$ cat src/rtl/svsm_pkg.sv
// Shared types, codes and constants for the sample voice stereo mixer.
// No dependencies.
package svsm_pkg;

  localparam int unsigned SAMPLE_DEPTH_DEF = 16384;

  localparam int unsigned FRAC_BITS   = 14;
  localparam int unsigned POS_W       = 32;
  localparam int unsigned START_W     = 28;
  localparam int unsigned STEP_W      = 20;
  localparam int unsigned LEN_W       = 29;
  localparam int unsigned LOAD_ADDR_W = 14;
  localparam int unsigned SMP_W       = 8;
  localparam int unsigned ACC_W       = 16;
  localparam int unsigned LVL_W       = 8;
  localparam int unsigned VS_W        = 2 * LVL_W;
  localparam int unsigned GPROD_W     = LVL_W + VS_W;
  localparam int unsigned GAIN_W      = 12;
  localparam int unsigned PROD_W      = SMP_W + GAIN_W + 1;
  localparam int unsigned SUM_W       = ACC_W + 2;

  localparam int unsigned GAIN_SHIFT_INT = 16;
  localparam int unsigned GAIN_SHIFT_LIN = 12;
  localparam int unsigned MIX_SHIFT      = 8;

  localparam logic [LVL_W-1:0] PAN_MAX = 8'hFF;

  localparam int unsigned CFG_DW = 32;
  localparam int unsigned CFG_AW = 5;

  localparam logic [LVL_W-1:0]  RST_VOLUME = 8'd255;
  localparam logic [LVL_W-1:0]  RST_PAN    = 8'd128;
  localparam logic [LVL_W-1:0]  RST_SCALE  = 8'd64;
  localparam logic [STEP_W-1:0] RST_STEP   = 20'd16384;
  localparam logic [LEN_W-1:0]  RST_LEN    = 29'd16384;
  localparam logic [LEN_W-1:0]  RST_LOOP   = 29'd0;

  typedef enum logic [1:0] {
    KIND_LOAD  = 2'd0,
    KIND_MIX   = 2'd1,
    KIND_START = 2'd2
  } kind_e;

  typedef enum logic [2:0] {
    REG_XFADE  = 3'd0,
    REG_VOLUME = 3'd1,
    REG_PAN    = 3'd2,
    REG_SCALE  = 3'd3,
    REG_STEP   = 3'd4,
    REG_LEN    = 3'd5,
    REG_LOOP   = 3'd6
  } reg_e;

  typedef struct packed {
    logic              xfade;
    logic [LVL_W-1:0]  volume;
    logic [LVL_W-1:0]  pan;
    logic [LVL_W-1:0]  scale;
    logic [STEP_W-1:0] step;
    logic [LEN_W-1:0]  len;
    logic [LEN_W-1:0]  loop;
  } cfg_t;

  // First stage word: voice flags, accumulators and gain operands.
  typedef struct packed {
    logic                    on;
    logic                    still;
    logic                    last;
    logic signed [ACC_W-1:0] acc_l;
    logic signed [ACC_W-1:0] acc_r;
    logic                    xfade;
    logic [LVL_W-1:0]        mr;
    logic [LVL_W-1:0]        ml;
    logic [VS_W-1:0]         vs;
  } s1_t;

endpackage

$ cat src/rtl/svsm_regs.sv
// Configuration register file behind the APB-style port.
// Depends on svsm_pkg.
module svsm_regs (
  input  logic                         clk_i,
  input  logic                         rst_ni,
  input  logic                         psel,
  input  logic                         penable,
  input  logic                         pwrite,
  input  logic [svsm_pkg::CFG_AW-1:0]  paddr,
  input  logic [svsm_pkg::CFG_DW-1:0]  pwdata,
  output logic [svsm_pkg::CFG_DW-1:0]  prdata,
  output logic                         pready,
  output svsm_pkg::cfg_t               cfg_o
);

  svsm_pkg::cfg_t cfg_q;
  logic           wr;
  logic [2:0]     idx;

  assign wr     = psel && penable && pwrite;
  assign idx    = paddr[4:2];
  assign pready = 1'b1;
  assign cfg_o  = cfg_q;

  always_ff @(posedge clk_i or negedge rst_ni) begin
    if (!rst_ni) begin
      cfg_q.xfade  <= 1'b0;
      cfg_q.volume <= svsm_pkg::RST_VOLUME;
      cfg_q.pan    <= svsm_pkg::RST_PAN;
      cfg_q.scale  <= svsm_pkg::RST_SCALE;
      cfg_q.step   <= svsm_pkg::RST_STEP;
      cfg_q.len    <= svsm_pkg::RST_LEN;
      cfg_q.loop   <= svsm_pkg::RST_LOOP;
    end else if (wr) begin
      unique case (svsm_pkg::reg_e'(idx))
        svsm_pkg::REG_XFADE:  cfg_q.xfade  <= pwdata[0];
        svsm_pkg::REG_VOLUME: cfg_q.volume <= pwdata[svsm_pkg::LVL_W-1:0];
        svsm_pkg::REG_PAN:    cfg_q.pan    <= pwdata[svsm_pkg::LVL_W-1:0];
        svsm_pkg::REG_SCALE:  cfg_q.scale  <= pwdata[svsm_pkg::LVL_W-1:0];
        svsm_pkg::REG_STEP:   cfg_q.step   <= pwdata[svsm_pkg::STEP_W-1:0];
        svsm_pkg::REG_LEN:    cfg_q.len    <= pwdata[svsm_pkg::LEN_W-1:0];
        svsm_pkg::REG_LOOP:   cfg_q.loop   <= pwdata[svsm_pkg::LEN_W-1:0];
        default: ;
      endcase
    end
  end

  always_comb begin
    unique case (svsm_pkg::reg_e'(idx))
      svsm_pkg::REG_XFADE:  prdata = svsm_pkg::CFG_DW'(cfg_q.xfade);
      svsm_pkg::REG_VOLUME: prdata = svsm_pkg::CFG_DW'(cfg_q.volume);
      svsm_pkg::REG_PAN:    prdata = svsm_pkg::CFG_DW'(cfg_q.pan);
      svsm_pkg::REG_SCALE:  prdata = svsm_pkg::CFG_DW'(cfg_q.scale);
      svsm_pkg::REG_STEP:   prdata = svsm_pkg::CFG_DW'(cfg_q.step);
      svsm_pkg::REG_LEN:    prdata = svsm_pkg::CFG_DW'(cfg_q.len);
      svsm_pkg::REG_LOOP:   prdata = svsm_pkg::CFG_DW'(cfg_q.loop);
      default:              prdata = '0;
    endcase
  end

endmodule

$ cat config.mk
export PLATFORM = sky130hd
export DESIGN_NAME = svsm_regs
export DESIGN_NICKNAME = d
export VERILOG_FILES = /design/src/rtl/svsm_pkg.sv /design/src/rtl/svsm_regs.sv
export SDC_FILE = /design/constraint.sdc
export NUM_CORES = 1
export LEC_CHECK = 0
export ABC_AREA = 1
export BUFFER_PORTS_ARGS = -buffer_cell sky130_fd_sc_hd__buf_2
export CAP_MARGIN = 10
export CORE_ASPECT_RATIO = 1.1
export CORE_MARGIN = 10
export CORE_UTILIZATION = 54
export CTS_CLUSTER_DIAMETER = 80
export DETAILED_ROUTE_END_ITERATION = 6
export GPL_TIMING_DRIVEN = 0
export PLACE_DENSITY_LB_ADDON = 0.12
export SETUP_SLACK_MARGIN = 0.05
export SLEW_MARGIN = 40
export SYNTH_ARGS = -nofsm -noshare
export SYNTH_HDL_FRONTEND = slang
export SYNTH_SLANG_ARGS = --single-unit
$ cat constraint.sdc
create_clock -name clk_i -period 1.6 [get_ports clk_i]
set_input_delay 0 -clock clk_i [delete_from_list [all_inputs] [get_ports clk_i]]
set_output_delay 0 -clock clk_i [all_outputs]
set_load 0.01 [all_outputs]
======== After elaboration in Yosys (flattened, before gate mapping) ========
Index checks and enable logic that the tools add are counted.
cells by class
  equal/unequal tests ..................... 6
  muxes and demuxes ....................... 1
  reductions and logical operators ........ 10
operators by type and width
  operator                                              count
  one-hot mux 29 bit (7 select lines)                   1
  AND reduction 2 bit                                   7
  equality test 3 bit (second input constant)           3
  equality test 3 x 2 -> 1 bit (second input constant)  2
  equality test 3 x 1 -> 1 bit (second input constant)  1
  logical NOT 3 bit                                     1
  logical AND 1 bit                                     2
word-level totals
  register bits ........................... 103
  bits of input ports ..................... 42
  output and inout bits ................... 136
  word-level logic and storage cells ...... 24

======== Depth between registers and ports, before layout ========
Gate-level depths: netlist (run 1).
  depth after elaboration ................. 3
  gate-level depth with buffers ........... 8
  depth with buffers taken out ............ 6

======== Worst setup path before layout (run 1) ========
Ideal clock, no wire load.
  path type ............................... input to register
  start ................................... input paddr[2] (netlist bit)
  end ..................................... register cfg_q, in the netlist cfg_o[19]
  library setup time ...................... 0.120 ns
  arrival ................................. 0.896 ns
  data required time ...................... 1.480 ns
  path slack .............................. 0.583 ns
  stages .................................. 7
  path buffers ............................ 3
  cell sequence ........................... buf_2 nor2_8 nand2_2 buf_2 buf_2 o21ai_1 nand2_1
on the way
  word-level cells in the longest chain between the ends .. 2
ends and longest elaborated chain
  element                               line             text
  start, declared                       svsm_regs.sv:9   input logic [svsm_pkg::CFG_AW-1:0] paddr,
  equality test 3 bit                   svsm_regs.sv:35  unique case (svsm_pkg::reg_e'(idx))
  AND reduction 2 bit (no source line)  -
  end, declared                         svsm_regs.sv:16  svsm_pkg::cfg_t cfg_q;
No other way between the ends.
A chain may end at the register's enable or synchronous reset.

======== Worst setup path after layout (run 1) ========
  start ................................... input paddr[2] (netlist bit)
  end ..................................... output prdata[22] (netlist bit)
on the way
  word-level cells in the longest chain between the ends .. 2
  elaborated cells on any way between the ends .. 8
  those cells by class .................... eq/ne (6); mux (1); reduce/logical (1)
ends and longest elaborated chain
  element                                            line             text
  equality test 3 bit, or another cell as far along  svsm_regs.sv:49  unique case (svsm_pkg::reg_e'(idx))
  one-hot mux 29 bit (7 select lines) *              svsm_regs.sv:49
  end, declared                                      svsm_regs.sv:11  output logic [svsm_pkg::CFG_DW-1:0] prdata,
Every way passes the cells marked *; elsewhere a longest branch is shown, timed or not.

==> impl_metrics.ini, run 1 <==
[final_layout]
layout_commonest_cell = nand2_1
stdcell_count = 960
area_growth_pct = 31.0
multi_input_area_um2 = 1980
mostFrequentLayoutCells = 242 x nand2_1, 183 x buf_2, 96 x o21ai_0
drive_above_1_share_pct = 27.7
diodes = 0
fin_nets = 883
seq_area_um2 = 2590
fin_area_um2 = 6490
fillers = 757
post-route-util_pct = 72.7
largest_reg_flops = 103

[pwr]
irDropWorstVdd_v = 0.000659
leakage_nw = 3.62
powerDensity_nw_per_um2 = 1120

[floorplanning]
ios = 178
initial_core_util_pct = 55.5
rows = 36
die_area_um2 = 13400
core_um2 = 8920
fp.dieW_um = 111
fp.dieH_um = 120

[clock_network]
clock_path_buffers = 2
cts_hold_buf = 30
cts.clk_slew.worst_paths_ns = 0.09
cts_setup_buffers = 0
cts_made_buffers = 9
post_cts_resized = 0
cts_tree = built
cts.sink_count = 103
root_buffer = clkbuf_8
ctsHtreeMaxLevel = 3
insertion_delay_ns = 0.37

[worst_setup_path]
worstSetupPathType = input port to primary output
slowest_stage = clkbuf_1
cp-start-kind = input port
crit_family = buffers and inverters
crit_arrival_ns = 1.43
regToRegStartpoint = cfg_o[100]
ff2ff_path_depth = 2
reg2reg_slack_ns = 0.83
crit_path_end_kind = primary output
r2r-end = cfg_o[100]
crit_chain = buf_2 -> inv_2 -> nor2_4 -> nand2_2 -> clkbuf_1 -> buf_2 -> o22ai_1 -> buf_2
path_max_fanout = 10
crit_buf_inv = 5
crit_start = paddr[2]
cp.required_ns = 1.60
cp_common_cell = buf_2
max_stage_delay_ns = 0.35
path_depth = 8

[sta]
hold_viol_final = 0
post-route-period-util_pct = 89.6
final.setup.worst_slack_ns = 0.167
worst_pin_slew_ns = 0.544
fin_hold_ws_ns = 0.0494
fmax_ghz = 0.698
finalCriticalPeriod_ns = 1.43
setup_violations = 0
final_max_slew_viol_count = 0
finClkSkew_ns = 0
relSlewSlack_pct = 63.7
rsz0062_at_grt = false

[route]
dr_total_vias = 5200
drt-total-wl_um = 17700
drt_iter0_markers = 296
via_per_inst = 5.42
ant_nets = 0
wl_per_cell_um = 18.4
drt_pre_antenna_iters = 7
drc = 0

[job]
max_cap_violations = 0

[global_route]
grt_pass1_vias = 5298
antenna_found_initial = 0
grtUsageTotal_pct = 25.6
grt_max_degree = 79
overflow = 0
grt_pass1_wl_um = 28000

[placement]
dpl_worst_slack_ns = 0.150
hpwl_um = 13000
gp_congestion = 0.910
dp.cells = 914
portBuffers = 167
placedInstanceArea_um2 = 5970

[logic_synthesis]
synthTopCellsByArea = dfrtp_1 46%, nand2_1 18%, o21ai_0 9.7%
yosys.area.top_type = dfrtp_1
ys_ff_latch = 103
avgSynthCellArea_um2 = 7.86
ys_seq_area_share_pct = 52.4
synthDominantCellAreaShare_pct = 46.0
syn-cell-area_um2 = 4950
ys_warn_count = 0
ys_types = 23
syn_inst = 630

[run_status]
status = completed

[min_path]
hp-class = input port to asynchronous set/reset pin
## cells in the mapped netlist
| cell | count |
|---|---|
| nor2_1 | 14 |
| dfrtp_1 | 91 |
| clkbuf_1 | 16 |
| o22ai_1 | 9 |
| buf_2 | 17 |
| o21ai_0 | 96 |
| nand3_2 | 3 |
| clkbuf_2 | 1 |
| inv_2 | 2 |
| buf_6 | 2 |
| nor2_8 | 1 |
| conb_1 | 2 |
| nor2_4 | 1 |
| nand2_2 | 2 |
| dfstp_2 | 12 |
| buf_4 | 8 |
| inv_1 | 39 |
| nor2_2 | 2 |
| nand2_1 | 242 |
| o21ai_1 | 7 |
| nand3_1 | 37 |
| nand4_1 | 25 |
| buf_1 | 1 |
## worst max-delay path by stage
stage | end
final | prdata[22]
after CTS | prdata[28]
after global placement | cfg_o[74]
after floorplan | cfg_o[19]
after global routing | prdata[28]
after detailed placement | cfg_o[54]
## per-stage QoR
| step | power (W) | setup TNS (ns) |
|---|---|---|
| after floorplan | 0.00441 | 0 |
| final | 0.00729 | 0 |
| after detailed placement | 0.00548 | 0 |
| after global routing | 0.00768 | 0 |
| after global placement | 0.00539 | -46.12 |
| after CTS | 0.00731 | 0 |
## cell type report
cell class | count | share of cell area (%)
multi-input cells | 443 | 30.5
clock inverters | 6 | 1.29
flip-flops and latches | 103 | 40.0
plain buffers | 45 | 3.65
well taps | 114 | 2.20
clock buffers | 10 | 1.97
inverters | 41 | 2.37
repair buffers | 198 | 18.1
## report_power, final
group	leakage (nW)	internal (W)	total, W	switching, W
logic	2.24	0.000757	0.00195	0.00119
registers	1.28	0.00315	0.00355	0.000399
clock network	0.110	0.000881	0.00179	0.000912
## layer usage
layer,vias up,track usage (%),share of wire (%)
met5,-,0,0
met4,0,12.9,3.7
met3,38,7.22,9.1
met2,245,42.5,49
met1,2464,29.8,39
li1,2453,-,-
## cells by family after synthesis
kind of cell    count (synthesis)  synth area share [%]
compound gates                112                  11.5
buf+inv                        86                  7.88
flops                         103                  52.4
other cells                     2                 0.152
simple gates                  327                  28.1
No activity file was read; power rests on OpenSTA's default activity.
==> run 2: changes to the inputs <==
--- a/config.mk
+++ b/config.mk
@@ -14,6 +14,7 @@
 export CTS_CLUSTER_DIAMETER = 80
 export DETAILED_ROUTE_END_ITERATION = 6
 export GPL_TIMING_DRIVEN = 0
+export HOLD_SLACK_MARGIN = 0.12
 export PLACE_DENSITY_LB_ADDON = 0.12
 export SETUP_SLACK_MARGIN = 0.05
 export SLEW_MARGIN = 40
==> run 2 against run 1 <==
  * Routed wire length up 0.56%
  * Hold slack better by 0.12 ns
  * Non-clock buffer count up 4
  * Clock power about the same
==> impl_metrics.ini, run 2 (same netlist as run 1, synthesis figures left out) <==
[worst_setup_path]
slowest_stage = dlygate4sd3_1
crit_path_end_kind = flop
crit_buf_inv = 4
crit_arrival_ns = 1.80
cp.required_ns = 1.92
max_stage_delay_ns = 0.53
crit_chain = dlygate4sd3_1 -> buf_2 -> nand3_1 -> buf_2 -> nor2_1 -> buf_2 -> nand2_1 -> nand2_1
cp_common_cell = buf_2
cp-start-kind = input port
path_max_fanout = 10
worstSetupPathType = input port to flop
crit_family = buffers and inverters

[clock_network]
root_buffer = clkbuf_8
cts.sink_count = 103
cts_setup_buffers = 0
cts_made_buffers = 9
cts_tree = built
cts.clk_slew.worst_paths_ns = 0.10
ctsHtreeMaxLevel = 3
clock_path_buffers = 2
insertion_delay_ns = 0.37

[sta]
post-route-period-util_pct = 92.8
finalCriticalPeriod_ns = 1.49
fin_hold_ws_ns = 0.171
finClkSkew_ns = 0
setup_violations = 0
final_max_slew_viol_count = 0
fmax_ghz = 0.673
hold_viol_final = 0
rsz0062_at_grt = true
relSlewSlack_pct = 63.3
worst_pin_slew_ns = 0.551

[route]
drt_pre_antenna_iters = 6
drc = 0
drt_iter0_markers = 372
drt-total-wl_um = 17800
ant_nets = 0
wl_per_cell_um = 18.4
via_per_inst = 5.40
dr_total_vias = 5207

[run_status]
status = completed

[final_layout]
layout_commonest_cell = nand2_1
diodes = 0
fin_area_um2 = 6530
multi_input_area_um2 = 1980
area_growth_pct = 31.8
largest_reg_flops = 103
seq_area_um2 = 2590
mostFrequentLayoutCells = 242 x nand2_1, 185 x buf_2, 96 x o21ai_0
fillers = 755
drive_above_1_share_pct = 27.9
fin_nets = 887

[pwr]
switchingPower_w = 0.00250
p_int_w = 0.00479
irDropWorstVdd_v = 0.000660
pwr-share-seq_pct = 48.6
p_sw_share_pct = 34.3
leakage_nw = 3.64
clkPwrFrac_pct = 24.5
comb_power_share_pct = 26.9
powerDensity_nw_per_um2 = 1120

[global_route]
grt_pass1_vias = 5339
grt_pass1_wl_um = 28200
grtUsageTotal_pct = 25.8
grt_max_degree = 79
antenna_found_initial = 0
overflow = 0

[placement]
portBuffers = 167
placedInstanceArea_um2 = 5970
gp_congestion = 0.910
hpwl_um = 13000

[job]
max_cap_violations = 0

[floorplanning]
rows = 36
ios = 178
fp.dieW_um = 111
fp.dieH_um = 120
die_area_um2 = 13400
initial_core_util_pct = 55.5
core_um2 = 8920

[min_path]
hp-class = input port to flop
run 2: cell types whose count changed in the layout (fill, tap and decap cells not counted):
cell           delta
nor2_2            +1
clkbuf_1          -1
dlygate4sd3_1     +3
nor2_1            -1
buf_2             +2
run 2: layout make-up:
class / count / area share (%)
Multi-Input combinational cell: 443 / 30.3
Timing Repair Buffer: 202 / 18.5
Sequential cell: 103 / 39.7
Tap cell: 114 / 2.19
Clock buffer: 10 / 1.96
Inverter: 41 / 2.36
Buffer: 45 / 3.64
Clock inverter: 6 / 1.28
run 2: routing by layer:
layer	track usage, %	vias up	wire length (um)
met5	0	-	0
met4	13.7	0	702
met3	7.22	40	1620
met2	42.6	246	8650
met1	30.0	2460	6800
li1	-	2461	-
run 2: final timing paths:
path	slack, ns	startpoint	cells past startpoint	endpoint
setup / recovery	0.11	pwrite	8	cfg_o[76]
hold / removal	0.17	paddr[3]	5	cfg_o[98]
setup reg to reg	0.83	cfg_o[100]	2	cfg_o[100]
hold reg to reg	0.49	cfg_o[95]	2	cfg_o[95]
max in group asynchronous	0.97	rst_ni	3	cfg_o[43]
min in group asynchronous	0.20	rst_ni	2	cfg_o[98]
run 2: repair_timing:
action | 4_1_cts | 5_1_grt
hold buffers | 34 | 0
gates resized for setup | 0 | 4
endpoints found under the setup margin | 0 | 32
endpoints found under the hold margin | 206 | 0
run 2: through the flow:
| step | utilization (%) | power [W] | cells | TNS (ns) | setup WS (ns) |
|---|---|---|---|---|---|
| 3_3_place_gp | 66.6 | 0.00539 | 913 | -46.12 | -0.516 |
| 5_1_grt | 73.2 | 0.00769 | 964 | 0 | 0.0358 |
| 4_1_cts | 73.2 | 0.00732 | 964 | 0 | 0.0690 |
| 3_5_place_dp | 67.0 | 0.00548 | 914 | 0 | 0.150 |
| 6_report | 73.2 | 0.00729 | 964 | 0 | 0.115 |
| 2_1_floorplan | - | 0.00441 | 632 | 0 | 0.583 |
run 2: tightest hold or removal path, delay by kind of cell:
kind,cells,cell delay [ns]
AND/OR/NAND/NOR,3,0.30
AO/OA/AOI/OAI,1,0.07
buffers and inverters,1,0.13
run 2: power by group through the flow:
stage | logic, W | registers [W] | clock network, W
final | 0.00196 | 0.00354 | 0.00179
after CTS | 0.00197 | 0.00353 | 0.00182
after global routing | 0.00217 | 0.00361 | 0.00191
after detailed placement | 0.00191 | 0.00357 | 0
after floorplan | 0.000657 | 0.00376 | 0
after global placement | 0.00184 | 0.00356 | 0
==> run 3: changes to the inputs <==
--- a/config.mk
+++ b/config.mk
@@ -6,16 +6,18 @@
 export NUM_CORES = 1
 export LEC_CHECK = 0
 export ABC_AREA = 1
-export BUFFER_PORTS_ARGS = -buffer_cell sky130_fd_sc_hd__buf_2
+export BUFFER_PORTS_ARGS = -buffer_cell sky130_fd_sc_hd__clkbuf_2
 export CAP_MARGIN = 10
 export CORE_ASPECT_RATIO = 1.1
 export CORE_MARGIN = 10
 export CORE_UTILIZATION = 54
+export CTS_BUF_LIST = sky130_fd_sc_hd__clkbuf_16
 export CTS_CLUSTER_DIAMETER = 80
 export DETAILED_ROUTE_END_ITERATION = 6
 export GPL_TIMING_DRIVEN = 0
 export HOLD_SLACK_MARGIN = 0.12
 export PLACE_DENSITY_LB_ADDON = 0.12
+export REMOVE_ABC_BUFFERS = 1
 export SETUP_SLACK_MARGIN = 0.05
 export SLEW_MARGIN = 40
 export SYNTH_ARGS = -nofsm -noshare
==> run 3 against run 2 <==
  * Clock power up 23%
  * Flip-flop and latch count did not move
  * Combinational power barely moved
  * Final area up 1.2%
  * Sequential power is essentially flat
  * Critical path type is now input port to primary output
  * Critical endpoint is now prdata[12]
==> impl_metrics.ini, run 3 (same netlist as run 1, synthesis figures left out) <==
[run_status]
status = completed

[pwr]
irDropWorstVdd_v = 0.000777
p_int_w = 0.00512
switchingPower_w = 0.00256
clkPwrFrac_pct = 28.6
pwr-share-seq_pct = 46.2
p_sw_share_pct = 33.3
leakage_nw = 3.54
comb_power_share_pct = 25.2
powerDensity_nw_per_um2 = 1160

[global_route]
antenna_found_initial = 0
grtUsageTotal_pct = 23.5
grt_pass1_wl_um = 26400
grt_pass1_vias = 5241
grt_max_degree = 57
overflow = 0

[worst_setup_path]
regToRegStartpoint = cfg_o[94]
ff2ff_path_depth = 2
max_stage_delay_ns = 0.26
reg2reg_slack_ns = 0.83
cp.required_ns = 1.60
crit_arrival_ns = 1.48
crit_chain = clkbuf_8 -> inv_2 -> nor2_4 -> nand2_8 -> clkinvlp_4 -> buf_12 -> nand2_1 -> nand3_1 -> clkbuf_2
crit_family = buffers and inverters
slowest_stage = nor2_4
r2r-end = cfg_o[94]
crit_buf_inv = 5
cp-start-kind = input port
crit_start = paddr[2]
crit_path_end_kind = primary output
worstSetupPathType = input port to primary output
path_max_fanout = 32

[sta]
worst_pin_slew_ns = 0.626
rsz0062_at_grt = true
setup_violations = 0
final_max_slew_viol_count = 0
finClkSkew_ns = 0
fmax_ghz = 0.675
hold_viol_final = 0
tns_ns = 0
relSlewSlack_pct = 58.2
post-route-period-util_pct = 92.6
finalCriticalPeriod_ns = 1.48

[route]
wl_per_cell_um = 17.6
ant_nets = 0
drt_pre_antenna_iters = 5
drc = 0
drt-total-wl_um = 16300
via_per_inst = 5.51
dr_total_vias = 5111
drt_iter0_markers = 298

[final_layout]
largest_reg_flops = 103
fin_nets = 850
area_growth_pct = 33.4
drive_above_1_share_pct = 27.8
fin_area_um2 = 6610
diodes = 0
mostFrequentLayoutCells = 241 x nand2_1, 164 x clkbuf_2, 96 x o21ai_0
post-route-util_pct = 74.1
layout_commonest_cell = nand2_1

[min_path]
hp-class = input port to asynchronous set/reset pin

[floorplanning]
fp.dieH_um = 120
ios = 178
fp.dieW_um = 111
core_um2 = 8920
die_area_um2 = 13400
initial_core_util_pct = 55.5
rows = 36

[placement]
gp_congestion = 0.850
portBuffers = 168
hpwl_um = 10900
placedInstanceArea_um2 = 5840

[clock_network]
cts_tree = built
cts.sink_count = 103
ctsHtreeMaxLevel = 3
insertion_delay_ns = 0.34
clock_path_buffers = 2
cts_made_buffers = 9
cts.clk_slew.worst_paths_ns = 0.07
root_buffer = clkbuf_16

[job]
max_cap_violations = 0
## run 3: area by class of cell
class	instances	area, um^2
clock buffers	9	225
clock inverters	7	71.3
fillers	677	2310
inverters	41	168
multi-input cells	444	2070
flip-flops and latches	103	2590
well taps	114	143
repair buffers	209	1330
## run 3: per-layer routing
layer	vias up	share of wire, %	global-route usage, %
met5	-	0	0
met4	0	1.9	8.04
met3	33	9.9	6.13
met2	274	50	40.5
met1	2414	38	28.0
li1	2390	-	-
## run 3: worst max-delay path by stage
stage | end | slack, ns | depth (start not counted)
finish | prdata[12] | 0.12 | 9
global route | prdata[12] | 0.04 | 9
CTS | prdata[12] | 0.03 | 6
detailed placement | prdata[12] | -1.12 | 7
global placement | cfg_o[50] | -3.15 | 4
floorplan | cfg_o[49] | -1.21 | 3
## run 3: what timing repair did
item / in CTS / in global routing
endpoints found under the setup margin: 102 / 50
gates resized for setup: 17 / 4
gates cloned: 1 / 0
hold endpoints to repair: 205 / 0
setup buffers: 4 / 0
pin swaps: 2 / 0
hold buffers: 33 / 0
## run 3: metrics by stage
step / total power (W) / setup WS [ns] / instances / hold slack [ns]
after global placement: 0.00533 / -3.15 / 869 / 0.218
after detailed placement: 0.00543 / -1.12 / 873 / -0.0290
after floorplan: 0.00436 / -1.21 / 587 / -0.296
final: 0.00768 / 0.119 / 927 / 0.148
after CTS: 0.00771 / 0.0313 / 927 / 0.167
after global routing: 0.00809 / 0.0405 / 927 / 0.182
## run 3: power groups by stage
stage          Combinational [W]  Sequential [W]  Clock, W
6_report                 0.00194         0.00355   0.00220
3_3_place_gp             0.00178         0.00355         0
4_1_cts                  0.00196         0.00353   0.00222
3_5_place_dp             0.00186         0.00357         0
5_1_grt                  0.00215         0.00362   0.00231
2_1_floorplan           0.000606         0.00376         0
