$ cat src/rtl/svsm_pkg.sv
// Shared types, codes and constants for the sample voice stereo mixer.
// No dependencies.
package svsm_pkg;

  localparam int unsigned SAMPLE_DEPTH_DEF = 16384;

  localparam int unsigned FRAC_BITS   = 14;
  localparam int unsigned POS_W       = 32;
  localparam int unsigned START_W     = 28;
  localparam int unsigned STEP_W      = 20;
  localparam int unsigned LEN_W       = 29;
  localparam int unsigned LOAD_ADDR_W = 14;
  localparam int unsigned SMP_W       = 8;
  localparam int unsigned ACC_W       = 16;
  localparam int unsigned LVL_W       = 8;
  localparam int unsigned VS_W        = 2 * LVL_W;
  localparam int unsigned GPROD_W     = LVL_W + VS_W;
  localparam int unsigned GAIN_W      = 12;
  localparam int unsigned PROD_W      = SMP_W + GAIN_W + 1;
  localparam int unsigned SUM_W       = ACC_W + 2;

  localparam int unsigned GAIN_SHIFT_INT = 16;
  localparam int unsigned GAIN_SHIFT_LIN = 12;
  localparam int unsigned MIX_SHIFT      = 8;

  localparam logic [LVL_W-1:0] PAN_MAX = 8'hFF;

  localparam int unsigned CFG_DW = 32;
  localparam int unsigned CFG_AW = 5;

  localparam logic [LVL_W-1:0]  RST_VOLUME = 8'd255;
  localparam logic [LVL_W-1:0]  RST_PAN    = 8'd128;
  localparam logic [LVL_W-1:0]  RST_SCALE  = 8'd64;
  localparam logic [STEP_W-1:0] RST_STEP   = 20'd16384;
  localparam logic [LEN_W-1:0]  RST_LEN    = 29'd16384;
  localparam logic [LEN_W-1:0]  RST_LOOP   = 29'd0;

  typedef enum logic [1:0] {
    KIND_LOAD  = 2'd0,
    KIND_MIX   = 2'd1,
    KIND_START = 2'd2
  } kind_e;

  typedef enum logic [2:0] {
    REG_XFADE  = 3'd0,
    REG_VOLUME = 3'd1,
    REG_PAN    = 3'd2,
    REG_SCALE  = 3'd3,
    REG_STEP   = 3'd4,
    REG_LEN    = 3'd5,
    REG_LOOP   = 3'd6
  } reg_e;

  typedef struct packed {
    logic              xfade;
    logic [LVL_W-1:0]  volume;
    logic [LVL_W-1:0]  pan;
    logic [LVL_W-1:0]  scale;
    logic [STEP_W-1:0] step;
    logic [LEN_W-1:0]  len;
    logic [LEN_W-1:0]  loop;
  } cfg_t;

  // First stage word: voice flags, accumulators and gain operands.
  typedef struct packed {
    logic                    on;
    logic                    still;
    logic                    last;
    logic signed [ACC_W-1:0] acc_l;
    logic signed [ACC_W-1:0] acc_r;
    logic                    xfade;
    logic [LVL_W-1:0]        mr;
    logic [LVL_W-1:0]        ml;
    logic [VS_W-1:0]         vs;
  } s1_t;

endpackage

$ cat src/rtl/svsm_mix.sv
// Gain, product and saturating add stages with the output register.
// Depends on svsm_pkg.
module svsm_mix (
  input  logic                               clk_i,
  input  logic                               rst_ni,
  input  logic                               s1_valid_i,
  input  svsm_pkg::s1_t                      s1_i,
  input  logic signed [svsm_pkg::SMP_W-1:0]  smp_i,
  output logic                               take1_o,
  output logic                               out_valid_o,
  input  logic                               out_stall_i,
  output logic signed [svsm_pkg::ACC_W-1:0]  accum_left_out_o,
  output logic signed [svsm_pkg::ACC_W-1:0]  accum_right_out_o,
  output logic                               still_active_o,
  output logic                               frame_last_out_o
);

  localparam int unsigned ACC_W  = svsm_pkg::ACC_W;
  localparam int unsigned SUM_W  = svsm_pkg::SUM_W;
  localparam int unsigned PROD_W = svsm_pkg::PROD_W;
  localparam int unsigned GAIN_W = svsm_pkg::GAIN_W;

  logic v2_q, v3_q, vo_q;
  logic take2, take3, take_o;

  logic signed [svsm_pkg::SMP_W-1:0] smp2_q;
  logic [GAIN_W-1:0]                 gl_q, gr_q, gl_d, gr_d;
  logic signed [ACC_W-1:0]           acc_l2_q, acc_r2_q, acc_l3_q, acc_r3_q;
  logic                              still2_q, last2_q, still3_q, last3_q;
  logic [svsm_pkg::GPROD_W-1:0]      gpl, gpr;

  logic signed [PROD_W-1:0] sx, glx, grx, pl_q, pr_q, pl_sh, pr_sh;
  logic signed [SUM_W-1:0]  sum_l, sum_r;
  logic signed [ACC_W-1:0]  sat_l, sat_r;
  logic signed [ACC_W-1:0]  out_l_q, out_r_q;
  logic                     out_still_q, out_last_q;

  assign take_o  = !vo_q || !out_stall_i;
  assign take3   = !v3_q || take_o;
  assign take2   = !v2_q || take3;
  assign take1_o = !s1_valid_i || take2;

  always_ff @(posedge clk_i or negedge rst_ni) begin
    if (!rst_ni) begin
      v2_q <= 1'b0;
      v3_q <= 1'b0;
      vo_q <= 1'b0;
    end else begin
      if (take2) v2_q <= s1_valid_i;
      if (take3) v3_q <= v2_q;
      if (take_o) vo_q <= v3_q;
    end
  end

  // gains
  assign gpl = svsm_pkg::GPROD_W'(s1_i.ml) * svsm_pkg::GPROD_W'(s1_i.vs);
  assign gpr = svsm_pkg::GPROD_W'(s1_i.mr) * svsm_pkg::GPROD_W'(s1_i.vs);

  always_comb begin
    if (s1_i.xfade) begin
      gl_d = GAIN_W'(gpl >> svsm_pkg::GAIN_SHIFT_LIN);
      gr_d = GAIN_W'(gpr >> svsm_pkg::GAIN_SHIFT_LIN);
    end else begin
      gl_d = GAIN_W'(gpl >> svsm_pkg::GAIN_SHIFT_INT);
      gr_d = GAIN_W'(gpr >> svsm_pkg::GAIN_SHIFT_INT);
    end
  end

  always_ff @(posedge clk_i) begin
    if (take2) begin
      smp2_q   <= s1_i.on ? smp_i : '0;
      gl_q     <= gl_d;
      gr_q     <= gr_d;
      acc_l2_q <= s1_i.acc_l;
      acc_r2_q <= s1_i.acc_r;
      still2_q <= s1_i.still;
      last2_q  <= s1_i.last;
    end
  end

  // products
  assign sx  = PROD_W'(smp2_q);
  assign glx = PROD_W'({1'b0, gl_q});
  assign grx = PROD_W'({1'b0, gr_q});

  always_ff @(posedge clk_i) begin
    if (take3) begin
      pl_q     <= sx * glx;
      pr_q     <= sx * grx;
      acc_l3_q <= acc_l2_q;
      acc_r3_q <= acc_r2_q;
      still3_q <= still2_q;
      last3_q  <= last2_q;
    end
  end

  // floor shift, add, saturate
  assign pl_sh = pl_q >>> svsm_pkg::MIX_SHIFT;
  assign pr_sh = pr_q >>> svsm_pkg::MIX_SHIFT;
  assign sum_l = SUM_W'(acc_l3_q) + SUM_W'(pl_sh);
  assign sum_r = SUM_W'(acc_r3_q) + SUM_W'(pr_sh);

  always_comb begin
    if (sum_l[SUM_W-1:ACC_W-1] == '0 || sum_l[SUM_W-1:ACC_W-1] == '1) begin
      sat_l = sum_l[ACC_W-1:0];
    end else begin
      sat_l = {sum_l[SUM_W-1], {(ACC_W-1){!sum_l[SUM_W-1]}}};
    end
    if (sum_r[SUM_W-1:ACC_W-1] == '0 || sum_r[SUM_W-1:ACC_W-1] == '1) begin
      sat_r = sum_r[ACC_W-1:0];
    end else begin
      sat_r = {sum_r[SUM_W-1], {(ACC_W-1){!sum_r[SUM_W-1]}}};
    end
  end

  always_ff @(posedge clk_i) begin
    if (take_o) begin
      out_l_q     <= sat_l;
      out_r_q     <= sat_r;
      out_still_q <= still3_q;
      out_last_q  <= last3_q;
    end
  end

  assign out_valid_o       = vo_q;
  assign accum_left_out_o  = out_l_q;
  assign accum_right_out_o = out_r_q;
  assign still_active_o    = out_still_q;
  assign frame_last_out_o  = out_last_q;

endmodule

$ cat config.mk
export PLATFORM = sky130hd
export DESIGN_NAME = svsm_mix
export DESIGN_NICKNAME = d
export VERILOG_FILES = /design/src/rtl/svsm_pkg.sv /design/src/rtl/svsm_mix.sv
export SDC_FILE = /design/constraint.sdc
export NUM_CORES = 1
export LEC_CHECK = 0
export BUFFER_PORTS_ARGS = -buffer_cell sky130_fd_sc_hd__buf_2
export CORE_MARGIN = 8
export CORE_UTILIZATION = 55
export DETAILED_ROUTE_END_ITERATION = 7
export PLACE_DENSITY = 0.84
export SKIP_CTS_REPAIR_TIMING = 1
export SLEW_MARGIN = 20
export SYNTH_ARGS = -nofsm -noshare
export SYNTH_HDL_FRONTEND = slang
export SYNTH_SLANG_ARGS = --single-unit
$ cat constraint.sdc
create_clock -name clk_i -period 6.5 [get_ports clk_i]
set_input_delay 0.65 -clock clk_i [delete_from_list [all_inputs] [get_ports clk_i]]
set_output_delay 0.65 -clock clk_i [all_outputs]
set_load 0.1 [all_outputs]
# After elaboration in Yosys (flattened, before gate mapping)
# Cells that the tools add are included.
word_totals:
  reg_bits: 179
  input_bits: 80
  out_inout_bits: 36
  wordCells: 49
classes:
  addsub: 2
  mul: 4
  eq_ne: 2
  mux: 4
  n_reduce_logical: 15
op_table:
  columns: ["operator", "n"]
  rows:
  - ["$mul 8x16->24", 2]
  - ["$mul 8x13->21", 2]
  - ["$add 16x13->17", 2]
  - ["$mux 16", 2]
  - ["$mux 8", 2]
  - ["$logic_not 1->1", 7]
  - ["$eq 3x3->1 const B", 2]
  - ["$logic_not 3->1", 2]
  - ["$logic_or 1x1->1", 6]

# Longest topological paths before layout
# Gate-level depths: netlist of run 1.
depth:
  word_depth: 5
  ltp_mapped: 20
  depth_no_buf: 19

# Worst setup path before layout of run 1
# No wires, ideal clock.
synth_timing:
  path_type: "input -> register"
  start: "input s1_i[18] (netlist name)"
  end: "register gl_q[5], data pin"
  setup_time_ns: 0.260
  arrival_ns: 4.930
  t_required_ns: 6.240
  slack_ns: 1.311
  stages: 17
  n_path_buf: 2
  cell_sequence: "clkbuf_1 and2_1 fa_1 fa_1 fa_1 inv_1 fa_1 inv_1 ha_1 a2111oi_1 o211ai_1 and2_1 buf_2 a221oi_1 o21bai_1 xor2_1 mux2_2"
synth_between:
  elab_chain_len: 2
synth_rtl:
  columns: ["item", "line_no", "rtl"]
  rows:
  - ["from (decl)", "svsm_mix.sv:7", "input svsm_pkg::s1_t s1_i,"]
  - ["$mul 8x16->24", "svsm_mix.sv:56", "assign gpl = svsm_pkg::GPROD_W'(s1_i.ml) * svsm_pkg::GPROD_W'(s1_i.vs);"]
  - ["$mux 8", "svsm_mix.sv:60", "if (s1_i.xfade) begin"]
  - ["via gl_d[5]", "svsm_mix.sv:27", "logic [GAIN_W-1:0] gl_q, gr_q, gl_d, gr_d;"]
  - ["to (signal assigned)", "svsm_mix.sv:72", "gl_q <= gl_d;"]
  - ["to (decl)", "svsm_mix.sv:27", null]
# The timed path passes the listed nets, and every way through them passes these cells.
# A chain may end at the register's enable or synchronous reset.

# Final worst setup path of run 1
layout_timing:
  start: "register smp2_q[7] (netlist name)"
  end: "register pr_q[20], data pin"
layout_between:
  elab_chain_len: 1
layout_rtl:
  columns: ["item", "line_no", "rtl"]
  rows:
  - ["from (decl)", "svsm_mix.sv:26", "logic signed [svsm_pkg::SMP_W-1:0] smp2_q;"]
  - ["from (signal assigned)", "svsm_mix.sv:71", "smp2_q <= s1_i.on ? smp_i : '0;"]
  - ["$mul 8x13->21", "svsm_mix.sv:89", "pr_q <= sx * grx;"]
  - ["to (signal assigned)", "svsm_mix.sv:89", null]
  - ["to (decl)", "svsm_mix.sv:32", "logic signed [PROD_W-1:0] sx, glx, grx, pl_q, pr_q, pl_sh, pr_sh;"]
# Every way passes these cells.

==> metrics.md, run 1 <==
| Metric | Value |
|---|---|
| Status | finished, final reports clean |
| Final critical-path share of the clock period | 0.860 |
| Share of layout cells above drive strength 1 | 0.0830 |
| Sum Neg Setup Slack | 0 ps |
| Critical-path cell with the highest stage delay | edfxtp_1 |
| Lkg Pwr | ~11 nW |
| RSZ-0062 raised after global routing | false |
| Die height | 209 microns |
| GRT Overall Usage | 0.209 |
| Initial Util | 0.559 |
| Largest net degree at the start of global routing | 69 |
| # IOs | ~120 |
| WP data required | 6680 ps |
| Placed Area | approximately 0.021 sq mm |
| Max cap viols | 0 |
| H-tree depth | 4 |
| Total CTS buffers | 17 |
| Number of vias per cell | approximately 5.5 |
| Vias | about 14000 |
| Port bufs | 115 |
| Global-route wire length before repair | approximately 75000 microns |
| Die X | roughly 210 microns |
| Root buf cell | clkbuf_16 |
| Final Net Count | 2674 |
| Post-synth top flop | edfxtp_1 |
| Asr flop ratio synth | 0.0184 |
| Dpl hpwl | ~35000 microns |
| Number of synthesized flops with an enable pin | 160 |
| Ordered cell list for the critical path | inv_1, nor2_1, fa_1, inv_1, fa_1, inv_1, fa_1, inv_1, fa_1, inv_1, ha_1, a21oi_1, o211ai_1, a21oi_1, a21oi_1, a2111oi_1, o21bai_1, a21oi_1, xnor2_1 |
| Synth Area in Compound Gates | 0.0741 |
| DR DRC count | 0 |
| CTS Sinks | 163 |
| Fillers | 2971 |
| Avg Cell Area, Syn | about 10 sq um |
| Multiplexer share of the synthesized area | 0.00434 |
| Post-synthesis register bit count | 163 |
| WS Path Type | flip-flop to flip-flop |
| Simple-Gate Fraction of Synth Area | 0.160 |
| Final hold violation count | 0 |
| CP bufs+invs | 5 |
| DR WL/cell | 17.0 microns |
| Syn-to-layout area delta | 7.63% |
| CTS tree | built |
| Floorplan row count | 70 |
| Post-Synth XOR/XNOR Area | 0.0316 |
| Worst slew pin tran | 902 ps |
| Commonest non-fill, non-tap cells in the layout | inv_1, and2_1, fa_1, ha_1, edfxtp_1 |
| Pwr/cell area | between 400 and 500 mW/mm^2 |
| Placer Congestion | 0.894 |
| CTS max path bufs | 2 |
| Post-Syn Area | 0.0205 sq mm |
| Cell variety after synth | 62 |
| Commonest non-fill, non-tap cell in the layout | inv_1 |
| Clock latency on the worst-skew pair | 440 ps |
| Hold Crit Class | primary input to flip-flop |
| Max Clk Rate | 0.179 GHz |
| YS warnings | 0 |
| Largest family of logic cells by synthesized area | adder cells |
| Routed WL | 43800 microns |
| Antenna Nets Post-Route | 0 |
| Core Area | 0.0366 sq mm |
| Sequential-to-total area share from yosys stat | 0.238 |
| Most numerous cell on the critical path | inv_1 |
| Critical path's top delay family | adder cells |
| Worst EP arrival | slightly below 6000 ps |
| Vias in the first global route | 15800 |
| Die Footprint | 0.0437 sq mm |
| Antenna violations before repair | 4 |
| Detailed Route Iter0 Violations | 560 |
| Endpoint class of the critical path | flip-flop |
| Clk_skew | 12.1 ps |
| Post-Synth Adder-Cell Area | 0.413 |
| Clock transition at path regs | 70 ps |
| Worst Setup Start Kind | flip-flop |
| DRT Pass-1 Iters | 5 |
| GRT overflow | 0 |
| Final setup viols | 0 |
| Syn Inst Count | 2015 |
| Slew Viols, Final | 0 |
| Max incr delay on CP | 640 ps |
| Worst-path maximum fanout | 15 |
| Net Count, Synth | 2593 |
| Time the worst path needs with I/O delays and setup | 5590 ps |
| Peak VDD IR | 0.212 mV |
| Rel. slew slack | 0.399 |
| Design Area, Final | 0.0220 sq mm |
-- layout make-up --
class | count | area [sq um] | area share
clock inverter | 14 | 154 | 0.00698
sequential | 163 | 4880 | 0.221
timing repair buffer | 119 | 608 | 0.0276
inverter | 373 | 1400 | 0.0635
antenna | 2 | 5.00 | 0.000227
clock buffer | 18 | 429 | 0.0195
tap | 468 | 586 | 0.0266
multi-input combinational | 1422 | 14000 | 0.634
-- layer usage --
layer,share of wire,vias up,routed length (microns),GRT usage
li1,-,6591,-,-
met1,0.40,7015,17700,0.248
met2,0.52,431,22600,0.380
met3,0.060,82,2610,0.0412
met4,0.018,6,798,0.0581
met5,0.00085,-,37,0
-- worst paths after layout --
kind | startpoint | end | slack, ps | cells after the start
worst max register to register | smp2_q[7] | pr_q[20] | 910 | 19
max in group asynchronous | rst_ni | out_valid_o | 5830 | 2
min in group asynchronous | rst_ni | v2_q | 550 | 2
worst min-delay path | s1_i[46] | acc_r2_q[13] | 390 | 1
worst max-delay path | smp2_q[7] | pr_q[20] | 910 | 19
worst min register to register | acc_r2_q[2] | acc_r3_q[2] | 420 | 0
-- where the power goes --
part	total [mW]	leakage, nW	internal [mW]	switching, mW
logic	7.17	8.78	2.86	4.31
registers	2.00	1.67	1.74	0.257
clock network	1.02	0.277	0.571	0.446
-- per-stage QoR --
stage               total power [mW]   util  std cells  setup slack [ps]  hold WS, ps
finish                          10.2  0.602       2579               908          385
global placement                8.77  0.586       2544               986          401
global route                    11.2  0.602       2578               507          372
floorplan                       7.59      -       2015              1310          354
detailed placement              9.12  0.586       2544               854          405
CTS                             10.2  0.602       2576               936        -16.9
-- registers in the layout, indices dropped and copies added (netlist names), 8 cells and up --
name,flops
acc_r3_q,16
gr_q,12
gl_q,12
smp2_q,8
acc_l3_q,16
acc_r2_q,16
pl_q,13
accum_left_out_o,16
accum_right_out_o,16
acc_l2_q,16
pr_q,13
-- kinds of logic after synthesis --
logic type / count (synthesis)
and+or+nand+nor: 603
AOI/OAI and AO/OA: 233
xor gates and xnor gates: 73
DFF: 163
muxes: 8
adders and majority gates: 505
buffers and inverters: 430
-- cells in the mapped netlist (3+ instances only) --
cell type,number,share of area
xor2_1,21,0.0090
ha_1,212,0.13
a211oi_1,4,0.0015
o21bai_1,8,0.0029
nand4_1,5,0.0015
xnor2_1,51,0.022
edfxtp_1,160,0.23
a21o_1,30,0.011
o211ai_1,11,0.0040
a31o_2,3,0.0013
dfrtp_1,3,0.0037
nand3_1,11,0.0027
and2_1,314,0.096
nor3_1,10,0.0024
and4_1,3,0.0013
and3_1,13,0.0040
mux2_2,7,0.0038
a211o_1,3,0.0013
a31oi_1,7,0.0021
a21oi_1,63,0.015
fa_1,286,0.28
maj3_1,6,0.0029
nor2b_1,14,0.0043
nand2_1,148,0.027
inv_1,373,0.068
or3_1,7,0.0021
o31a_1,5,0.0021
o21ai_0,45,0.011
nand2b_1,20,0.0061
o21a_1,15,0.0055
clkbuf_1,53,0.0097
o21ai_1,14,0.0034
or2_2,4,0.0012
nor2_1,48,0.0088
(Power assumes the default switching activity.)
==> run 2: changes to the inputs <==
--- a/config.mk
+++ b/config.mk
@@ -5,11 +5,13 @@
 export SDC_FILE = /design/constraint.sdc
 export NUM_CORES = 1
 export LEC_CHECK = 0
+export ABC_AREA = 1
 export BUFFER_PORTS_ARGS = -buffer_cell sky130_fd_sc_hd__buf_2
 export CORE_MARGIN = 8
 export CORE_UTILIZATION = 55
 export DETAILED_ROUTE_END_ITERATION = 7
 export PLACE_DENSITY = 0.84
+export RECOVER_POWER = 50
 export SKIP_CTS_REPAIR_TIMING = 1
 export SLEW_MARGIN = 20
 export SYNTH_ARGS = -nofsm -noshare
==> metrics.md, run 2 <==
| Metric | Value |
|---|---|
| Share of layout cells above drive strength 1 | 0.0547 (-0.0283) |
| Critical-path cell with the highest stage delay | edfxtp_1 |
| Asr flop ratio synth | 0.0184 (unchanged) |
| WL met3 | 3880 microns (+49%) |
| DRT Pass-1 Iters | 6 (+1) |
| Final setup viols | 0 (unchanged) |
| Rel. slew slack | -1.18 (-1.58) |
| WL met2 | 24700 microns (+9.1%) |
| CTS Sinks | 163 (unchanged) |
| Clock latency on the worst-skew pair | 440 ps (about the same) |
| Worst-path maximum fanout | 24 (+9) |
| ANT cells | 0 (-2) |
| Antenna Nets Post-Route | 0 (unchanged) |
| Total CTS buffers | 17 (unchanged) |
| Slew Viols, Final | 99 (+99) |
| RSZ-0062 raised after global routing | false |
| Vias in the first global route | 18200 (+15%) |
| Placed Area | 0.0235 sq mm (+9.6%) |
| Post-synthesis register bit count | 163 (unchanged) |
| Sequential-to-total area share from yosys stat | 0.215 (-0.0232) |
| Final Core Density | 0.590 (-0.0124) |
| Dpl hpwl | 40300 microns (+16%) |
| H-tree depth | 4 (unchanged) |
| Final hold violation count | 0 (unchanged) |
| Max Clk Rate | 0.197 GHz (+10%) |
| Max cap viols | 2 (+2) |
| Largest family of logic cells by synthesized area | adder cells |
| Number of vias per cell | 5.14 (-6.2%) |
| Detailed Route Iter0 Violations | 1545 (+180%) |
| Final critical-path share of the clock period | 0.781 (-0.0794) |
| Time the worst path needs with I/O delays and setup | 5080 ps (-516 ps) |
| Clock transition at path regs | 70 ps (about the same) |
| Post-Synth XOR/XNOR Area | 0.0181 (-0.0134) |
| Post-Syn Area | 0.0227 sq mm (+11%) |
| Post-synth top flop | edfxtp_1 |
| Routed WL | 50300 microns (+15%) |
| Floorplan row count | 74 (+5.7%) |
| YS warnings | 0 (unchanged) |
| Commonest cells post-synth | inv_1, nand2_1, fa_1, ha_1, edfxtp_1 |
| Global-route wire length before repair | 85400 microns (+13%) |
| DR DRC count | 0 (unchanged) |
| Hold Crit Class | primary input to flip-flop |
| Antenna violations before repair | 0 (-4) |
| Port bufs | 115 (unchanged) |
| Root buf cell | clkbuf_16 |
| Worst slew pin tran | 3270 ps (+2370 ps) |
| Die Footprint | 0.0480 sq mm (+9.9%) |
| Synth Area in Compound Gates | 0.0503 (-0.0238) |
| Vias | 17800 (+26%) |
| Lkg Pwr | 14.4 nW (+34%) |
| Placer Congestion | 0.953 (+6.5%) |
| CTS max path bufs | 2 (unchanged) |
| Largest net degree at the start of global routing | 62 (-10%) |
| Cell variety after synth | 39 (-37%) |
| Number of synthesized flops with an enable pin | 160 (unchanged) |
| Fillers | 3528 (+19%) |
| Ordered cell list for the critical path | inv_1, or2_2, fa_1, inv_1, fa_1, inv_1, fa_1, fa_1, inv_1, ha_1, a21oi_1, o21ai_0, a21oi_1, nand2_1, a21oi_1, xnor2_1 |
| GRT overflow | 0 (unchanged) |
| Top routing layer in use | met4 |
| Final Net Count | 3490 (+31%) |
| Endpoint class of the critical path | flip-flop |
| Clk_skew | 11.3 ps (-0.795 ps) |
| Design Area, Final | 0.0240 sq mm (+9.0%) |
| Pwr/cell area | 484 mW/mm^2 (+4.8%) |
| Post-Synth Adder-Cell Area | 0.369 (-0.0433) |
| Avg Cell Area, Syn | 7.88 sq um (-22%) |
| CP bufs+invs | 4 (-1) |
| Net Count, Synth | 3457 (+33%) |
| Initial Util | 0.557 (-0.00250) |
| Syn-to-layout area delta | 5.89% |
| WP data required | 6690 ps (about the same) |
| Critical path's top delay family | adder cells |
| Core Area | 0.0407 sq mm (+11%) |
| Status | finished with violations |
| Failing checks | max-capacitance violations, max-slew violations |
| Routed metal-1 wirelength | 20400 microns (+15%) |
| Die X | 219 microns (+4.9%) |
| Multiplexer share of the synthesized area | 0 (-0.00434) |
| GRT Overall Usage | 0.216 (+0.00755) |
| Simple-Gate Fraction of Synth Area | 0.195 (+0.0355) |
| WS Path Type | flip-flop to flip-flop |
| Worst Setup Start Kind | flip-flop |
| Most common cell in the netlist | inv_1 |
| Share of the synthesized area in the top cell type | 0.252 (-0.0272) |
| Top post-synthesis cells by area | fa_1, edfxtp_1, inv_1, nand2_1, ha_1 |
| Peak VDD IR | 0.311 mV (+47%) |
| Commonest non-fill, non-tap cell in the layout | inv_1 |
| Die height | 219 microns (+4.9%) |
| Max incr delay on CP | 550 ps (-90 ps) |
| Syn Inst Count | 2879 (+43%) |
| Sum Neg Setup Slack | 0 ps (unchanged) |
| DR WL/cell | 14.6 microns (-14%) |
| Area leader, netlist | fa_1 |
| # IOs | 116 (unchanged) |
| CTS tree | built |
| Commonest non-fill, non-tap cells in the layout | inv_1, nand2_1, fa_1, ha_1, edfxtp_1 |
| Worst EP arrival | 5260 ps (-510 ps) |
==> run 2: cell types whose count changed after synthesis, sizes merged, moves of 48 or more <==
| cell | delta |
|---|---|
| nand2 | +656 |
| inv | +426 |
| and2 | -311 |
| nand3 | +75 |
| nor2 | +66 |
| clkbuf | +48 |
==> run 2: stage by stage <==
stage / worst slack, ps / cells / hold WS [ps] / total power [mW]
after floorplan: 1550 / 2879 / 354 / 8.74
after global placement: 1670 / 3424 / 401 / 10.2
after detailed placement: 1520 / 3424 / 405 / 10.5
after CTS: 1430 / 3456 / -11.0 / 11.6
after global routing: 1070 / 3457 / 375 / 12.9
final: 1420 / 3457 / 386 / 11.6
==> run 2: cell type report <==
| type | count | area, sq um | area share |
|---|---|---|---|
| well taps | 532 | 666 | 0.0277 |
| multi-input cells | 1812 | 14400 | 0.598 |
| clock buffers | 17 | 425 | 0.0177 |
| repair buffers | 119 | 542 | 0.0225 |
| clock inverters | 15 | 150 | 0.00625 |
| flip-flops and latches | 163 | 4880 | 0.203 |
| inverters | 799 | 3000 | 0.125 |
==> run 2: metal layers <==
metal	global-route usage	vias to the layer above
met5	0	-
met1	0.269	8339
met4	0.0678	0
met2	0.382	730
li1	-	8588
met3	0.0346	112
==> run 2: cells by family after synthesis <==
group | after synthesis
AOI/OAI and AO/OA | 200
adders and majority gates | 498
buffers and inverters | 904
and+or+nand+nor | 1067
xor gates and xnor gates | 47
DFF | 163
==> run 2: worst paths after layout <==
kind                             startpoint      endpoint  slack [ps]  cells after the start
worst max-delay path              smp2_q[7]      pl_q[15]        1420                     16
worst min-delay path               s1_i[62]  acc_l2_q[13]         390                      1
worst max register to register    smp2_q[7]      pl_q[15]        1420                     16
worst min register to register  acc_r2_q[7]   acc_r3_q[7]         420                      0
max in group asynchronous            rst_ni          v3_q        5800                      2
min in group asynchronous            rst_ni   out_valid_o         550                      2
==> run 2: worst reg2reg max path, cell delays in order (launching register included) <==
cell,delay (ps)
edfxtp_1,550
inv_1,450
or2_2,440
fa_1,480
inv_1,50
fa_1,470
inv_1,50
fa_1,450
fa_1,490
inv_1,50
ha_1,340
a21oi_1,240
o21ai_0,160
a21oi_1,170
nand2_1,110
a21oi_1,220
xnor2_1,90
==> run 2: where the power goes <==
group / internal, mW / switching [mW]
Clock: 0.536 / 0.455
Combinational: 2.96 / 5.61
Sequential: 1.75 / 0.310
==> run 3: changes to the inputs <==
==> constraint.sdc (replaced) <==
create_clock -name clk_i -period 5.3 [get_ports clk_i]
set_input_delay 0.53 -clock clk_i [delete_from_list [all_inputs] [get_ports clk_i]]
set_output_delay 0.53 -clock clk_i [all_outputs]
set_load 0.1 [all_outputs]
==> metrics.md, run 3 (synthesis gave the netlist of run 2 again) <==
| Metric | Value |
|---|---|
| Final Power | 14.4 mW (+24%) |
| Rel. slew slack | -0.257 (+0.924) |
| Final Net Count | 3502 (+0.34%) |
| H-tree depth | 4 (unchanged) |
| WS Path Type | flip-flop to flip-flop |
| Capture point of the worst reg-to-reg path | pl_q[17] |
| Number of vias per cell | 5.13 (-0.21%) |
| GRT overflow | 0 (unchanged) |
| Sum Neg Setup Slack | 0 ps (unchanged) |
| Final hold violation count | 0 (unchanged) |
| Final setup viols | 0 (unchanged) |
| Fin cells | 3469 (+0.35%) |
| Clock transition at path regs | 70 ps (about the same) |
| Worst EP arrival | 5240 ps (-20 ps) |
| Most numerous cell on the critical path | fa_1 |
| Die height | 219 microns (unchanged) |
| Slew Viols, Final | 99 (unchanged) |
| DR WL/cell | 14.9 microns (+2.5%) |
| Share of layout cells above drive strength 1 | 0.0582 (+0.00352) |
| Hold depth | 1 (unchanged) |
| Initial Util | 0.557 (unchanged) |
| Reg2Reg Depth | 17 (+1) |
| Root buf cell | clkbuf_16 |
| CP bufs+invs | 5 (+1) |
| Antenna violations before repair | 0 (unchanged) |
| Vias | 17800 (+0.14%) |
| Commonest non-fill, non-tap cell in the layout | inv_1 |
| Routed WL | 51800 microns (+2.8%) |
| Max Clk Rate | 0.198 GHz (+0.50%) |
| Commonest non-fill, non-tap cells in the layout | inv_1, nand2_1, fa_1, ha_1, edfxtp_1 |
| Syn-to-layout area delta | 6.56% |
| Core Area | 0.0407 sq mm (unchanged) |
| Placer Congestion | 0.933 (-2.0%) |
| FF-to-FF setup slack | 250 ps (-1170 ps) |
| Vias in the first global route | 18600 (+2.0%) |
| Worst slew pin tran | 1890 ps (-1390 ps) |
| Worst-path maximum fanout | 7 (-71%) |
| DRT Pass-1 Iters | 7 (+1) |
| Time the worst path needs with I/O delays and setup | 5050 ps (-25.0 ps) |
| Largest net degree at the start of global routing | 62 (unchanged) |
| WP depth | 17 (+1) |
| Endpoint class of the critical path | flip-flop |
| Hold wc startpoint | s1_i[49] |
| CTS Sinks | 163 (unchanged) |
| Max cap viols | 2 (unchanged) |
| Final critical-path share of the clock period | 0.953 (+0.172) |
| Pwr/cell area | 596 mW/mm^2 (+23%) |
| Die X | 219 microns (unchanged) |
| Die Footprint | 0.0480 sq mm (unchanged) |
| Peak VDD IR | 0.392 mV (+26%) |
| CTS tree | built |
| Clock latency on the worst-skew pair | 440 ps (about the same) |
| Status | finished with violations |
| Critical-path cell with the highest stage delay | edfxtp_1 |
| WP data required | 5490 ps (-1200 ps) |
| R2R Path Start | smp2_q[7] |
| Max incr delay on CP | 670 ps (+120 ps) |
| GRT Overall Usage | 0.221 (+0.00456) |
| Lkg Pwr | 14.4 nW (+0.52%) |
| # IOs | 116 (unchanged) |
| Post-Place Cells | 3433 (+0.26%) |
| Detailed Route Iter0 Violations | 1511 (-2.2%) |
| Hold EP | acc_l2_q[0] |
| CTS max path bufs | 2 (unchanged) |
| DR DRC count | 0 (unchanged) |
| Failing checks | max-capacitance violations, max-slew violations |
| Global-route wire length before repair | 87100 microns (+2.0%) |
| Total CTS buffers | 17 (unchanged) |
| Ordered cell list for the critical path | clkinvlp_4, buf_4, or2_2, fa_1, inv_1, fa_1, inv_1, fa_1, fa_1, inv_1, ha_1, a21oi_1, o21ai_0, a221oi_1, nand2_1, nand2_1, nand2_1 |
| Antenna Nets Post-Route | 0 (unchanged) |
| Port bufs | 115 (unchanged) |
| Worst Setup Start Kind | flip-flop |
| Clk_skew | 16.9 ps (+5.63 ps) |
| RSZ-0062 raised after global routing | false |
| Critical path's top delay family | adder cells |
| Floorplan row count | 74 (unchanged) |
| Hold Crit Class | primary input to flip-flop |
| ANT cells | 0 (unchanged) |
| Dpl hpwl | 40800 microns (+1.2%) |
[run 3: cell type report]
cell class,instances,area [sq um]
inverter,799,3000
sequential,163,4880
tap,532,666
multi-input combinational,1812,14400
timing repair inverter,1,5.00
fill,3539,16600
timing repair buffer,130,622
clock buffer,18,429
clock inverter,14,211
[run 3: worst reg2reg max path, stage by stage, from the launching register on]
cell and delay (ps):
edfxtp_1 670, clkinvlp_4 320, buf_4 220, or2_2 280, fa_1 490, inv_1 50
fa_1 470, inv_1 50, fa_1 450, fa_1 490, inv_1 40, ha_1 320
a21oi_1 230, o21ai_0 160, a221oi_1 360, nand2_1 100, nand2_1 70, nand2_1 40
[run 3: through the flow]
step                      hold slack, ps  worst slack, ps  area (sq um)  utilization
after floorplan                      234              354         22700            -
final                                271              249         24200        0.593
after global routing                 253             61.8         24200        0.593
after detailed placement             331              302         23600        0.579
after global placement               330              372         23600        0.579
after CTS                           -134              255         24200        0.594
[run 3: where the power goes]
group	switching, mW	total [mW]	internal, mW
Combinational	6.90	10.5	3.64
Clock	0.567	1.37	0.805
Sequential	0.359	2.50	2.14
Total	7.82	14.4	6.59
[run 3: worst max path at each step]
stage,from,to,slack (ps)
global placement,smp2_q[7],pl_q[19],370
finish,smp2_q[7],pl_q[17],250
global route,smp2_q[7],pl_q[17],60
floorplan,out_valid_o,acc_l2_q[0],350
detailed placement,smp2_q[7],pl_q[19],300
CTS,smp2_q[7],pl_q[19],250
[run 3: routing by layer]
layer,share of wire,vias up,routed length [microns],global-route usage
met4,0.025,0,1280,0.0696
met2,0.49,720,25300,0.391
li1,-,8621,-,-
met5,0,-,0,0
met1,0.41,8350,21300,0.273
met3,0.076,102,3940,0.0357
